===== src/scrc_pkg.sv =====
`timescale 1ns / 1ps
// scrc_pkg: shared types, constants and the bytewise crc-64 update
// used by the settings crc64 check block; no dependencies
package scrc_pkg;

  localparam int unsigned CrcW     = 64;
  localparam int unsigned ByteW    = 8;
  localparam int unsigned CfgIdxW  = 1;
  localparam int unsigned MDataW   = 72;

  localparam logic [CrcW-1:0] CrcPoly      = 64'hC96C5795D7870F42;
  localparam logic [CrcW-1:0] CrcInitReset = 64'h0000_0000_FFFF_FFFF;
  localparam logic [CrcW-1:0] EmptyStored  = 64'hFFFF_FFFF_FFFF_FFFF;

  localparam logic [CfgIdxW-1:0] CFG_CRC_INIT = 1'b0;
  localparam logic [CfgIdxW-1:0] CFG_STORED   = 1'b1;

  typedef enum logic [1:0] {
    VERDICT_EMPTY    = 2'd0,
    VERDICT_MISMATCH = 2'd1,
    VERDICT_MATCH    = 2'd2
  } verdict_e;

  typedef struct packed {
    logic [CrcW-1:0] crc;
    verdict_e        verdict;
  } scrc_res_t;

  // reflected update: xor byte into low end, then eight shift rounds
  function automatic logic [CrcW-1:0] crc_byte(input logic [CrcW-1:0] crc_in,
                                               input logic [ByteW-1:0] b);
    logic [CrcW-1:0] c;
    c = crc_in ^ {{(CrcW-ByteW){1'b0}}, b};
    for (int k = 0; k < ByteW; k++) begin
      c = c[0] ? ((c >> 1) ^ CrcPoly) : (c >> 1);
    end
    return c;
  endfunction

endpackage


===== src/settings_crc64_check_top.sv =====
`timescale 1ns / 1ps
// settings_crc64_check_top: reflected crc-64 check over a settings byte stream
// depends on scrc_pkg, scrc_core, scrc_out
//
// usage:
//   s_axis carries one settings byte per transaction in tdata, tlast marks
//   the final byte of a run. m_axis gives one transaction per run: tdata
//   holds the crc over the run (poly 0xC96C5795D7870F42, no final xor) and
//   a verdict against the stored checksum (0 nothing stored, 1 mismatch,
//   2 match). the cfg channel writes index 0 (crc init value) or index 1
//   (stored checksum); cfg_ready_o is always high. write only while idle.
//   throughput: one byte per cycle while no last byte is held up; the eight
//   crc rounds of a byte are one xor network between the input register and
//   the result register. a last byte waits in the input register until the
//   result register takes its crc and verdict; m_axis_tvalid is its flag.
//   reset: init value 0xFFFFFFFF, stored checksum all ones, no run open,
//   both pipeline registers empty.
//   stall: the result register holds while m_axis_tready is low; bytes
//   that are not last keep flowing, a last byte waits in the input register
//   and s_axis_tready drops until the result register frees up.
module settings_crc64_check_top import scrc_pkg::*; (
  input  logic               clk_i,
  input  logic               rst_ni,
  input  logic               s_axis_tvalid,
  output logic               s_axis_tready,
  input  logic [ByteW-1:0]   s_axis_tdata,   // [7:0] data_byte
  input  logic               s_axis_tlast,
  output logic               m_axis_tvalid,
  input  logic               m_axis_tready,
  output logic [MDataW-1:0]  m_axis_tdata,   // [63:0] computed_checksum,
                                             // [65:64] verdict, [71:66] zero
  input  logic               cfg_valid_i,
  output logic               cfg_ready_o,
  input  logic [CfgIdxW-1:0] cfg_index_i,
  input  logic [CrcW-1:0]    cfg_data_i
);

  logic [CrcW-1:0] crc_init_q;
  logic [CrcW-1:0] stored_q;
  logic            res_valid;
  logic            res_ready;
  scrc_res_t       res;
  scrc_res_t       out;

  assign cfg_ready_o = 1'b1;

  always_ff @(posedge clk_i or negedge rst_ni) begin
    if (!rst_ni) begin
      crc_init_q <= CrcInitReset;
      stored_q   <= EmptyStored;
    end else if (cfg_valid_i) begin
      case (cfg_index_i)
        CFG_CRC_INIT: crc_init_q <= cfg_data_i;
        CFG_STORED:   stored_q   <= cfg_data_i;
        default: ;
      endcase
    end
  end

  scrc_core u_core (
    .clk_i       (clk_i),
    .rst_ni      (rst_ni),
    .in_valid_i  (s_axis_tvalid),
    .in_ready_o  (s_axis_tready),
    .in_byte_i   (s_axis_tdata),
    .in_last_i   (s_axis_tlast),
    .crc_init_i  (crc_init_q),
    .stored_i    (stored_q),
    .res_valid_o (res_valid),
    .res_ready_i (res_ready),
    .res_o       (res)
  );

  scrc_out u_out (
    .clk_i       (clk_i),
    .rst_ni      (rst_ni),
    .res_valid_i (res_valid),
    .res_ready_o (res_ready),
    .res_i       (res),
    .out_valid_o (m_axis_tvalid),
    .out_ready_i (m_axis_tready),
    .out_o       (out)
  );

  assign m_axis_tdata = {{(MDataW-CrcW-2){1'b0}}, out.verdict, out.crc};

`ifndef SYNTHESIS
  // input side only backs up behind a stalled result
  assert property (@(posedge clk_i) disable iff (!rst_ni)
    !s_axis_tready |-> (m_axis_tvalid && !m_axis_tready))
    else $error("input stalled without a pending result");

  // a match verdict carries exactly the stored checksum
  assert property (@(posedge clk_i) disable iff (!rst_ni)
    (res_valid && res.verdict == VERDICT_MATCH) |-> (res.crc == stored_q))
    else $error("match verdict with differing checksum");

  // a result taken by the result register (empty or draining) lands on the output
  assert property (@(posedge clk_i) disable iff (!rst_ni)
    (res_valid && res_ready) |=> m_axis_tvalid)
    else $error("result lost between core and output register");
`endif

endmodule


===== src/scrc_core.sv =====
`timescale 1ns / 1ps
// scrc_core: input register, running crc state, crc update and verdict
// depends on scrc_pkg
module scrc_core import scrc_pkg::*; (
  input  logic             clk_i,
  input  logic             rst_ni,
  input  logic             in_valid_i,
  output logic             in_ready_o,
  input  logic [ByteW-1:0] in_byte_i,
  input  logic             in_last_i,
  input  logic [CrcW-1:0]  crc_init_i,
  input  logic [CrcW-1:0]  stored_i,
  output logic             res_valid_o,
  input  logic             res_ready_i,
  output scrc_res_t        res_o
);

  logic             in_vld_q, in_vld_d;
  logic [ByteW-1:0] in_byte_q;
  logic             in_last_q;
  logic             in_run_q, in_run_d;
  logic [CrcW-1:0]  run_q, run_d;
  logic [CrcW-1:0]  crc_next;
  logic             adv;

  assign crc_next = crc_byte(in_run_q ? run_q : crc_init_i, in_byte_q);
  assign adv      = in_vld_q & (~in_last_q | res_ready_i);

  assign in_ready_o  = ~in_vld_q | adv;
  assign res_valid_o = in_vld_q & in_last_q;

  always_comb begin
    res_o.crc = crc_next;
    if (stored_i == EmptyStored) begin
      res_o.verdict = VERDICT_EMPTY;
    end else if (stored_i != crc_next) begin
      res_o.verdict = VERDICT_MISMATCH;
    end else begin
      res_o.verdict = VERDICT_MATCH;
    end
  end

  always_comb begin
    in_vld_d = in_vld_q;
    in_run_d = in_run_q;
    run_d    = run_q;
    if (adv) begin
      in_vld_d = 1'b0;
      in_run_d = ~in_last_q;
      run_d    = crc_next;
    end
    if (in_valid_i && in_ready_o) begin
      in_vld_d = 1'b1;
    end
  end

  always_ff @(posedge clk_i or negedge rst_ni) begin
    if (!rst_ni) begin
      in_vld_q <= 1'b0;
      in_run_q <= 1'b0;
    end else begin
      in_vld_q <= in_vld_d;
      in_run_q <= in_run_d;
    end
  end

  always_ff @(posedge clk_i) begin
    run_q <= run_d;
    if (in_valid_i && in_ready_o) begin
      in_byte_q <= in_byte_i;
      in_last_q <= in_last_i;
    end
  end

endmodule


===== src/scrc_out.sv =====
`timescale 1ns / 1ps
// scrc_out: result register toward the master stream side
// depends on scrc_pkg
module scrc_out import scrc_pkg::*; (
  input  logic      clk_i,
  input  logic      rst_ni,
  input  logic      res_valid_i,
  output logic      res_ready_o,
  input  scrc_res_t res_i,
  output logic      out_valid_o,
  input  logic      out_ready_i,
  output scrc_res_t out_o
);

  logic      vld_q, vld_d;
  scrc_res_t res_q;

  assign res_ready_o = ~vld_q | out_ready_i;
  assign out_valid_o = vld_q;
  assign out_o       = res_q;

  always_comb begin
    vld_d = vld_q;
    if (out_ready_i) begin
      vld_d = 1'b0;
    end
    if (res_valid_i && res_ready_o) begin
      vld_d = 1'b1;
    end
  end

  always_ff @(posedge clk_i or negedge rst_ni) begin
    if (!rst_ni) begin
      vld_q <= 1'b0;
    end else begin
      vld_q <= vld_d;
    end
  end

  always_ff @(posedge clk_i) begin
    if (res_valid_i && res_ready_o) begin
      res_q <= res_i;
    end
  end

endmodule

===== config.mk =====
export PLATFORM = sky130hd
export DESIGN_NAME = settings_crc64_check_top
export DESIGN_NICKNAME = d
export VERILOG_FILES = /design/src/scrc_pkg.sv /design/src/settings_crc64_check_top.sv /design/src/scrc_core.sv /design/src/scrc_out.sv
export SDC_FILE = /design/constraint.sdc
export NUM_CORES = 1
export LEC_CHECK = 0
export ABC_AREA = 1
export ABC_CLOCK_PERIOD_IN_PS = 8450
export BUFFER_PORTS_ARGS = -buffer_cell sky130_fd_sc_hd__clkbuf_2
export CORE_UTILIZATION = 35
export DETAILED_ROUTE_END_ITERATION = 8
export GPL_TIMING_DRIVEN = 1
export SYNTH_ARGS = -nofsm -noshare
export SYNTH_HDL_FRONTEND = slang
export SYNTH_SLANG_ARGS = --single-unit

===== constraint.sdc =====
create_clock -name clk_i -period 8.45 [get_ports clk_i]
set_input_delay 0.4225 -clock clk_i [delete_from_list [all_inputs] [get_ports clk_i]]
set_output_delay 0.4225 -clock clk_i [all_outputs]
set_load 0.05 [all_outputs]

Word level (Yosys, flattened, before mapping). Index checks and enable logic that the tools add are counted.

Muxes and demuxes: 14. Magnitude comparators: 0. Reductions and logical operators: 6. Shift operators: 0. Add/subtract/negate cells: 0. Div/mod/pow operators: 0. Multipliers: 0. Bitwise gates (word level): 18. Equality and inequality tests: 2.

Operators by type and width (count): $mux W64 (9); $not A32 Y33 (8); $eq A64 B64 Y1 const B (1); $ne A64 B64 Y1 (1); $xor A64 B8 Y64 (1); $mux W1 (4); $not A1 Y1 (4); $reduce_and A2 Y1 (2); $reduce_bool A2 Y1 (2); $or A1 B1 Y1 (3); $and A1 B1 Y1 (2); $logic_and A1 B1 Y1 (2); $mux W2 (1).

Latch bits: 0. Memory bits (read-only): 0. Bits of input ports: 79. Memories kept: 0. Flip-flop bits (word level): 270. Output and inout port bits: 75. Logic and storage cells: 50. RAM bits: 0.

Longest topological paths before layout. Gate-level depths: netlist (run 1).

Depth in word-level cells: 20. Gate-level depth with buffers: 26. Mapped depth without buffers: 23.

Cells and area by module. Synthesis (run 1) repeated with hierarchy kept, for this count alone.

Cell total of the unflattened synthesis: 1966. Area, all modules: 15566.2 µm².

By module, submodules not included: scrc_core (area an instance 8215.4 µm², sequential area each 2242.2 µm², cells an instance 1330, instances 1); settings_crc64_check_top (area an instance 5323.9 µm², sequential area each 3323.2 µm², cells an instance 564, instances 1); scrc_out (area an instance 2026.9 µm², sequential area each 2006.9 µm², cells an instance 72, instances 1).

Worst setup path before layout (run 1). OpenSTA, ideal clock, no wires.

Path type: register to register. From: register u_out.vld_q (netlist: u_out.out_valid_o). To: register u_out.res_q (netlist bit u_out.out_o[0]) (enable). Library setup time: 0.493 ns. Path slack: 4.443 ns. Cell stages (with the launch flop): 4. Data arrival time: 3.514 ns. Cell sequence: dfrtp_1 inv_1 nor2_1 nor2_1.

Longest elaborated chain between the ends: 3.

RTL lines: start, declared (RTL line scrc_out.sv:15) `logic vld_q, vld_d;`; start signal, assigned (RTL line scrc_out.sv:36) `vld_q <= vld_d;`; $not A1 Y1 (RTL line scrc_out.sv:18) `assign res_ready_o = ~vld_q | out_ready_i;`; $or A1 B1 Y1 (RTL line scrc_out.sv:18); $logic_and A1 B1 Y1 (RTL line scrc_out.sv:41) `if (res_valid_i && res_ready_o) begin`; end signal, assigned (RTL line scrc_out.sv:42) `res_q <= res_i;`; end, declared (RTL line scrc_out.sv:16) `scrc_res_t res_q;`.

Every way passes these cells. A chain may end at the register's enable or synchronous reset.

==> results of run 1 <==
## final cells by class
class / instances / area, um^2
inverters: 220 / 825.8
repair buffers: 155 / 803.3
clock buffers: 38 / 853.3
clock inverters: 18 / 201.4
well taps: 577 / 721.9
fillers: 4295 / 24930
multi-input cells: 1364 / 6417
flip-flops and latches: 270 / 7574
## power groups by stage
stage	combinational [mW]	sequential, mW	clock [mW]
floorplan	2.26	2.37	0
global placement	3.83	2.13	0
detailed placement	3.82	2.14	0
CTS	3.84	2.12	1.41
global route	4.20	2.15	1.47
finish	3.85	2.12	1.38
## flip-flops by register name, indices dropped and copies added (netlist names)
register / cells
stored_q: 64
u_core.run_q: 64
u_out.out_valid_o: 1
crc_init_q: 64
u_core.in_last_q: 1
u_out.out_o: 66
u_core.in_byte_q: 8
u_core.in_run_q: 1
u_core.in_vld_q: 1
## per-stage QoR
step                cells  utilization (%)  worst slack, ns
floorplan            1918                -            4.443
global placement     2585            38.59            3.632
detailed placement   2585            38.59            3.656
CTS                  2642            41.11            3.659
global route         2642            41.11            3.287
finish               2642            41.11            3.586
## metal layers
metal / up-vias / track usage, % / wire (um)
li1: 6343 / - / -
met4: 0 / 6.217 / 1438
met1: 6266 / 34.77 / 25530
met2: 368 / 43.51 / 26850
met3: 82 / 3.561 / 2687
met5: - / 0 / 0
## worst paths after layout
check | cells after the start | to | from | slack, ns
max | 23 | u_out.out_o[0]$_SDFFCE_PN0P_ | u_core.in_run_q$_DFFE_PN0P_ | 3.59
min | 1 | u_core.in_byte_q[7]$_DFFE_PP_ | s_axis_tdata[7] | 0.03
max reg2reg | 23 | u_out.out_o[0]$_SDFFCE_PN0P_ | u_core.in_run_q$_DFFE_PN0P_ | 3.59
min reg2reg | 2 | crc_init_q[34]$_DFFE_PN0P_ | crc_init_q[34]$_DFFE_PN0P_ | 0.49
max in group asynchronous | 3 | crc_init_q[35]$_DFFE_PN0P_ | rst_ni | 6.53
min in group asynchronous | 2 | u_core.in_vld_q$_DFFE_PN0P_ | rst_ni | 0.50
## cell families (layout without fill, tap and decap cells)
kind of cell    after synthesis  after routing
other cells                   2              7
mux                          19             19
simple gates               1148           1148
xor+xnor                     35             35
flops                       270            270
buf+inv                     284            431
compound gates              155            155
## cells in the final DEF (no fill, tap or decap), types with 2 or more instances in the layout
master and n:
inv_2 6, inv_1 214, nand2_1 760, dfrtp_1 34
bufinv_16 4, o21ai_0 150, nand2_4 22, xnor2_1 7
nand3_2 15, nand3_1 168, clkinv_4 2, clkbuf_16 32
conb_1 7, nand2_2 30, clkinv_2 9, clkbuf_2 145
or2_1 3, edfxtp_1 139, nor4_1 6, o21ai_1 3
nand3b_1 27, nor2_1 72, buf_4 9, nor3_1 2
clkbuf_1 3, or2_2 21, clkinvlp_4 2, mux2i_1 19
nand3_4 2, clkbuf_8 3, dfstp_2 96, nand4_1 17
xor2_1 28
==> impl_metrics.env, run 1 <==
export IMPL_status="finished clean"
export IMPL_fin_crit_ns=4.864
export IMPL_synth_edf_count=139
export IMPL_worst_clock_skew_ns=0.01390
export IMPL_setup_tns_final_ns=0
export IMPL_synth_area_um2=15180
export IMPL_clock_power_share_pct=18.8
export IMPL_setup_violations=0
export IMPL_power_switching_mw=3.643
export IMPL_ys_warn_count=0
export IMPL_syn_to_final_growth_pct=14.57
export IMPL_yosys_area_top_type_share_pct=27.49
export IMPL_combPwrFrac_pct=52.4
export IMPL_cts_setup_buffers=0
export IMPL_route_detailed_vias_per_inst=4.943
export IMPL_cts_hold_buf=1
export IMPL_grt_pass1_wl_um=83090
export IMPL_crit_fanout=41
export IMPL_relSlewSlack_pct=27.41
export IMPL_cpPeakStageDelay_ns=0.53
export IMPL_power_leakage_nw=8.518
export IMPL_ir_drop_mv=0.1874
export IMPL_synth_common_cells="nand2_1 (762), inv_1 (215), nand3_1 (168), o21ai_0 (150), edfxtp_1 (139)"
export IMPL_drc_errors=0
export IMPL_cp_slowest_cell="buf_4"
export IMPL_synth_area_leaders="edfxtp_1 (27%), nand2_1 (19%), dfstp_2 (17%)"
export IMPL_p_int_mw=3.705
export IMPL_nets=2120
export IMPL_yosysMostFrequentCell="nand2_1"
export IMPL_hpwl_um=43200
export IMPL_async_flop_share_pct=48.52
export IMPL_fmax_mhz=205.6
export IMPL_clkTransAtPathRegs_ns=0.07
export IMPL_io_buffers=146
export IMPL_diodes=0
export IMPL_synth_top_family_by_area="simple AND/OR/NAND/NOR gates"
export IMPL_yosys_area_top_type="edfxtp_1"
export IMPL_cts_sinks=270
export IMPL_antenna_found_initial=0
export IMPL_grt_pass1_vias=12697
export IMPL_start_util_pct=35.88
export IMPL_drt_iter0_drc=1029
export IMPL_synth_compound_gate_area_share_pct=5.125
export IMPL_synth_seq_cells=270
export IMPL_clock_latency_ns=0.57
export IMPL_pwr_share_seq_pct=28.8
export IMPL_die_y_um=210.3
export IMPL_grt_max_degree=73
export IMPL_synth_ff_type="edfxtp_1"
export IMPL_synth_cell_types=32
export IMPL_path_delay_family="simple AND/OR/NAND/NOR gates"
export IMPL_post_route_period_util_pct=57.56
export IMPL_worst_pin_slew_ns=1.089
export IMPL_yosysSeqAreaShare_pct=49.87
export IMPL_numCtsBuffers=30
export IMPL_cp_common_cell="nand2_1"
export IMPL_route_vias_total=13059
export IMPL_cp_arrival_ns=5.19
export IMPL_path_class="reg2reg"
export IMPL_synth_xor_area_share_pct=2.019
export IMPL_core_area_um2=42320
export IMPL_drv_cap=0
export IMPL_rsz0062_at_grt="no"
export IMPL_finalInstanceArea_um2=17400
export IMPL_routabilityCongestion=0.9611
export IMPL_drt_wl_total_um=56510
export IMPL_synth_fa_ha_area_share_pct=0
export IMPL_whs_ns=0.02733
export IMPL_swShare_pct=49.58
export IMPL_postPlaceCellArea_um2=16330
export IMPL_die_w_um=210.3
export IMPL_avgSynthCellArea_um2=7.938
export IMPL_pin_count=154
export IMPL_detail_route_antenna_nets=0
export IMPL_clk_path_buf_depth=3
export IMPL_rows=75
export IMPL_muxShareOfSynthArea_pct=1.252
export IMPL_synthCells=1913
export IMPL_track_usage_pct=25.76
export IMPL_grt_ovfl_total=0
export IMPL_layout_drive_gt1_share_pct=19.37
export IMPL_ctsRootBufferMaster="clkbuf_16"
export IMPL_cp_start_kind="flip-flop"
export IMPL_dieArea_um2=44220
export IMPL_cp_cell_sequence="buf_4 -> buf_4 -> nand2_1 -> nand3_1 -> nand2_4 -> nand2_4 -> nand2_4 -> nand2_2 -> nand3_4 -> nand2_4 -> inv_2 -> nand2_1 -> nand2_2 -> nand2_1 -> nand2_1 -> nand2_1 -> nand2_1 -> nor2_1 -> nand2_1 -> nor2_1 -> nand2_1 -> nor2_1 -> nor2_1"
export IMPL_drv_slew=0
export IMPL_wire_per_inst_um=21.39
export IMPL_hold_class="in2reg"
export IMPL_cts_tree="built"
export IMPL_cts_resized=0
export IMPL_crit_path_end_kind="flip-flop"
export IMPL_p_total_mw=7.348
export IMPL_powerDensity_nw_per_um2=422.4
export IMPL_final_hold_violation_count=0
export IMPL_critPathBufInv=3
export IMPL_drtPass1Iterations=8
export IMPL_critical_path_required_ns=8.78
export IMPL_cts_max_level=1
export IMPL_synth_simple_area_share_pct=33.54
No activity file was read; power rests on OpenSTA's default activity.
==> run 2: changes to the inputs <==
--- a/config.mk
+++ b/config.mk
@@ -6,7 +6,7 @@
 export NUM_CORES = 1
 export LEC_CHECK = 0
 export ABC_AREA = 1
-export ABC_CLOCK_PERIOD_IN_PS = 8450
+export ABC_CLOCK_PERIOD_IN_PS = 5000
 export BUFFER_PORTS_ARGS = -buffer_cell sky130_fd_sc_hd__clkbuf_2
 export CORE_UTILIZATION = 35
 export DETAILED_ROUTE_END_ITERATION = 8
==> constraint.sdc (replaced) <==
create_clock -name clk_i -period 5 [get_ports clk_i]
set_input_delay 0.25 -clock clk_i [delete_from_list [all_inputs] [get_ports clk_i]]
set_output_delay 0.25 -clock clk_i [all_outputs]
set_load 0.05 [all_outputs]
==> impl_metrics.env, run 2 (synthesis gave the netlist of run 1 again) <==
export IMPL_status="finished clean"
export IMPL_nets=2204
export IMPL_power_leakage_nw=8.880
export IMPL_drt_wl_total_um=55700
export IMPL_critical_path_required_ns=5.33
export IMPL_grt_pass1_vias=13053
export IMPL_rsz0062_at_grt="no"
export IMPL_r2r_cells=22
export IMPL_drtPass1Iterations=5
export IMPL_rows=75
export IMPL_clkTransAtPathRegs_ns=0.07
export IMPL_hold_class="in2async"
export IMPL_largest_reg_flops=66
export IMPL_pin_count=154
export IMPL_powerDensity_nw_per_um2=689.6
export IMPL_setup_violations=0
export IMPL_cp_common_cell="nand2_1"
export IMPL_clk_path_buf_depth=3
export IMPL_ir_drop_mv=0.2837
export IMPL_detail_route_antenna_nets=0
export IMPL_cp_slowest_cell="dfrtp_2"
export IMPL_path_class="reg2reg"
export IMPL_cp_cell_sequence="buf_4 -> nand2_1 -> nand3_1 -> nand2_4 -> nand2_4 -> nand2_4 -> nand2_2 -> nand3_4 -> nand2_4 -> inv_2 -> nand2_1 -> nand2_1 -> nand2_1 -> nand2_1 -> nand2_1 -> nand2_1 -> nor2_1 -> nand2_1 -> nor2_1 -> nand2_1 -> nor2_1 -> nor2_1"
export IMPL_fill_cells=4249
export IMPL_start_util_pct=35.88
export IMPL_crit_fanout=31
export IMPL_route_detailed_vias_per_inst=4.887
export IMPL_hpwl_um=42620
export IMPL_cpPeakStageDelay_ns=0.41
export IMPL_fmax_mhz=240.3
export IMPL_io_buffers=146
export IMPL_dieArea_um2=44220
export IMPL_worst_clock_skew_ns=0.02546
export IMPL_p_total_mw=12.56
export IMPL_drv_slew=0
export IMPL_final_hold_violation_count=0
export IMPL_cts_tree="built"
export IMPL_grt_max_degree=73
export IMPL_antenna_found_initial=0
export IMPL_route_vias_total=13317
export IMPL_fin_crit_ns=4.162
export IMPL_post_route_period_util_pct=83.24
export IMPL_drc_errors=0
export IMPL_diodes=0
export IMPL_cts_setup_buffers=0
export IMPL_relSlewSlack_pct=31.23
export IMPL_layout_common_cells="nand2_1 (760), inv_1 (214), nand3_1 (168)"
export IMPL_crit_path_end_kind="flip-flop"
export IMPL_grt_pass1_wl_um=81900
export IMPL_cp_start_kind="flip-flop"
export IMPL_cts_sinks=270
export IMPL_die_y_um=210.3
export IMPL_layout_drive_gt1_share_pct=18.90
export IMPL_drv_cap=0
export IMPL_cts_max_level=1
export IMPL_clock_latency_ns=0.59
export IMPL_drt_iter0_drc=1146
export IMPL_core_area_um2=42320
export IMPL_track_usage_pct=25.27
export IMPL_final_common_cell="nand2_1"
export IMPL_grt_ovfl_total=0
export IMPL_cp_arrival_ns=4.49
export IMPL_wire_per_inst_um=20.44
export IMPL_syn_to_final_growth_pct=19.98
export IMPL_routabilityCongestion=1.043
export IMPL_numCtsBuffers=29
export IMPL_die_w_um=210.3
export IMPL_setup_tns_final_ns=0
export IMPL_ctsRootBufferMaster="clkbuf_16"
export IMPL_worst_pin_slew_ns=1.032
-- run 2: power by group --
group / internal, mW / leakage, nW / total, mW / switching, mW
Combinational: 1.62 / 5.59 / 6.64 / 5.02
Clock: 1.43 / 0.522 / 2.35 / 0.921
Sequential: 3.32 / 2.77 / 3.57 / 0.258
Total: 6.37 / 8.88 / 12.6 / 6.20
-- run 2: worst max-delay path, delay by kind of cell, from the launching register on --
kind	cells	cell delay [ns]
DFF	1	0.41
and+or+nand+nor	20	2.85
buffers and inverters	2	0.59
-- run 2: layout make-up --
type	count	area, um^2	share of cell area, %
clock buffer	39	834.6	4.581
clock inverter	15	216.5	1.188
inverter	220	825.8	4.533
multi-input combinational	1364	6417	35.22
tap	577	721.9	3.963
timing repair buffer	240	1629	8.942
sequential	270	7574	41.57
-- run 2: worst paths after layout --
check	startpoint	endpoint	slack, ns
setup / recovery	u_core.in_run_q$_DFFE_PN0P_	u_out.out_o[0]$_SDFFCE_PN0P_	0.84
hold reg to reg	crc_init_q[61]$_DFFE_PN0P_	crc_init_q[61]$_DFFE_PN0P_	0.49
hold / removal	rst_ni	u_core.in_run_q$_DFFE_PN0P_	0.30
max in group asynchronous	rst_ni	crc_init_q[28]$_DFFE_PN1P_	3.53
setup reg to reg	u_core.in_run_q$_DFFE_PN0P_	u_out.out_o[0]$_SDFFCE_PN0P_	0.84
min in group clk_i	cfg_index_i	stored_q[33]$_DFFE_PN1P_	0.35
-- run 2: per-layer routing --
layer	global-route usage, %	share of wire [%]	up-vias
met5	0	0	-
met4	8.130	3.6	0
met2	41.36	46	437
met3	3.576	5.6	97
li1	-	-	6518
met1	34.42	45	6265
-- run 2: stage by stage --
stage / setup slack [ns] / area (um^2) / cells / util (%) / hold slack, ns
after detailed placement: 0.8795 / 16410 / 2595 / 38.77 / 0.3835
after global placement: 0.9219 / 16410 / 2595 / 38.77 / 0.3828
after CTS: 0.8549 / 18220 / 2725 / 43.05 / 0.2993
after floorplan: 0.9926 / 15200 / 1918 / - / -0.04559
final: 0.8379 / 18220 / 2725 / 43.05 / 0.2965
after global routing: 0.5688 / 18220 / 2725 / 43.05 / 0.3596
-- run 2: what timing repair did --
item / CTS / global route
setup endpoints to repair: 0 / 0
endpoints found under the hold margin: 167 / 0
resized for setup: 0 / 0
hold buffers: 76 / 0
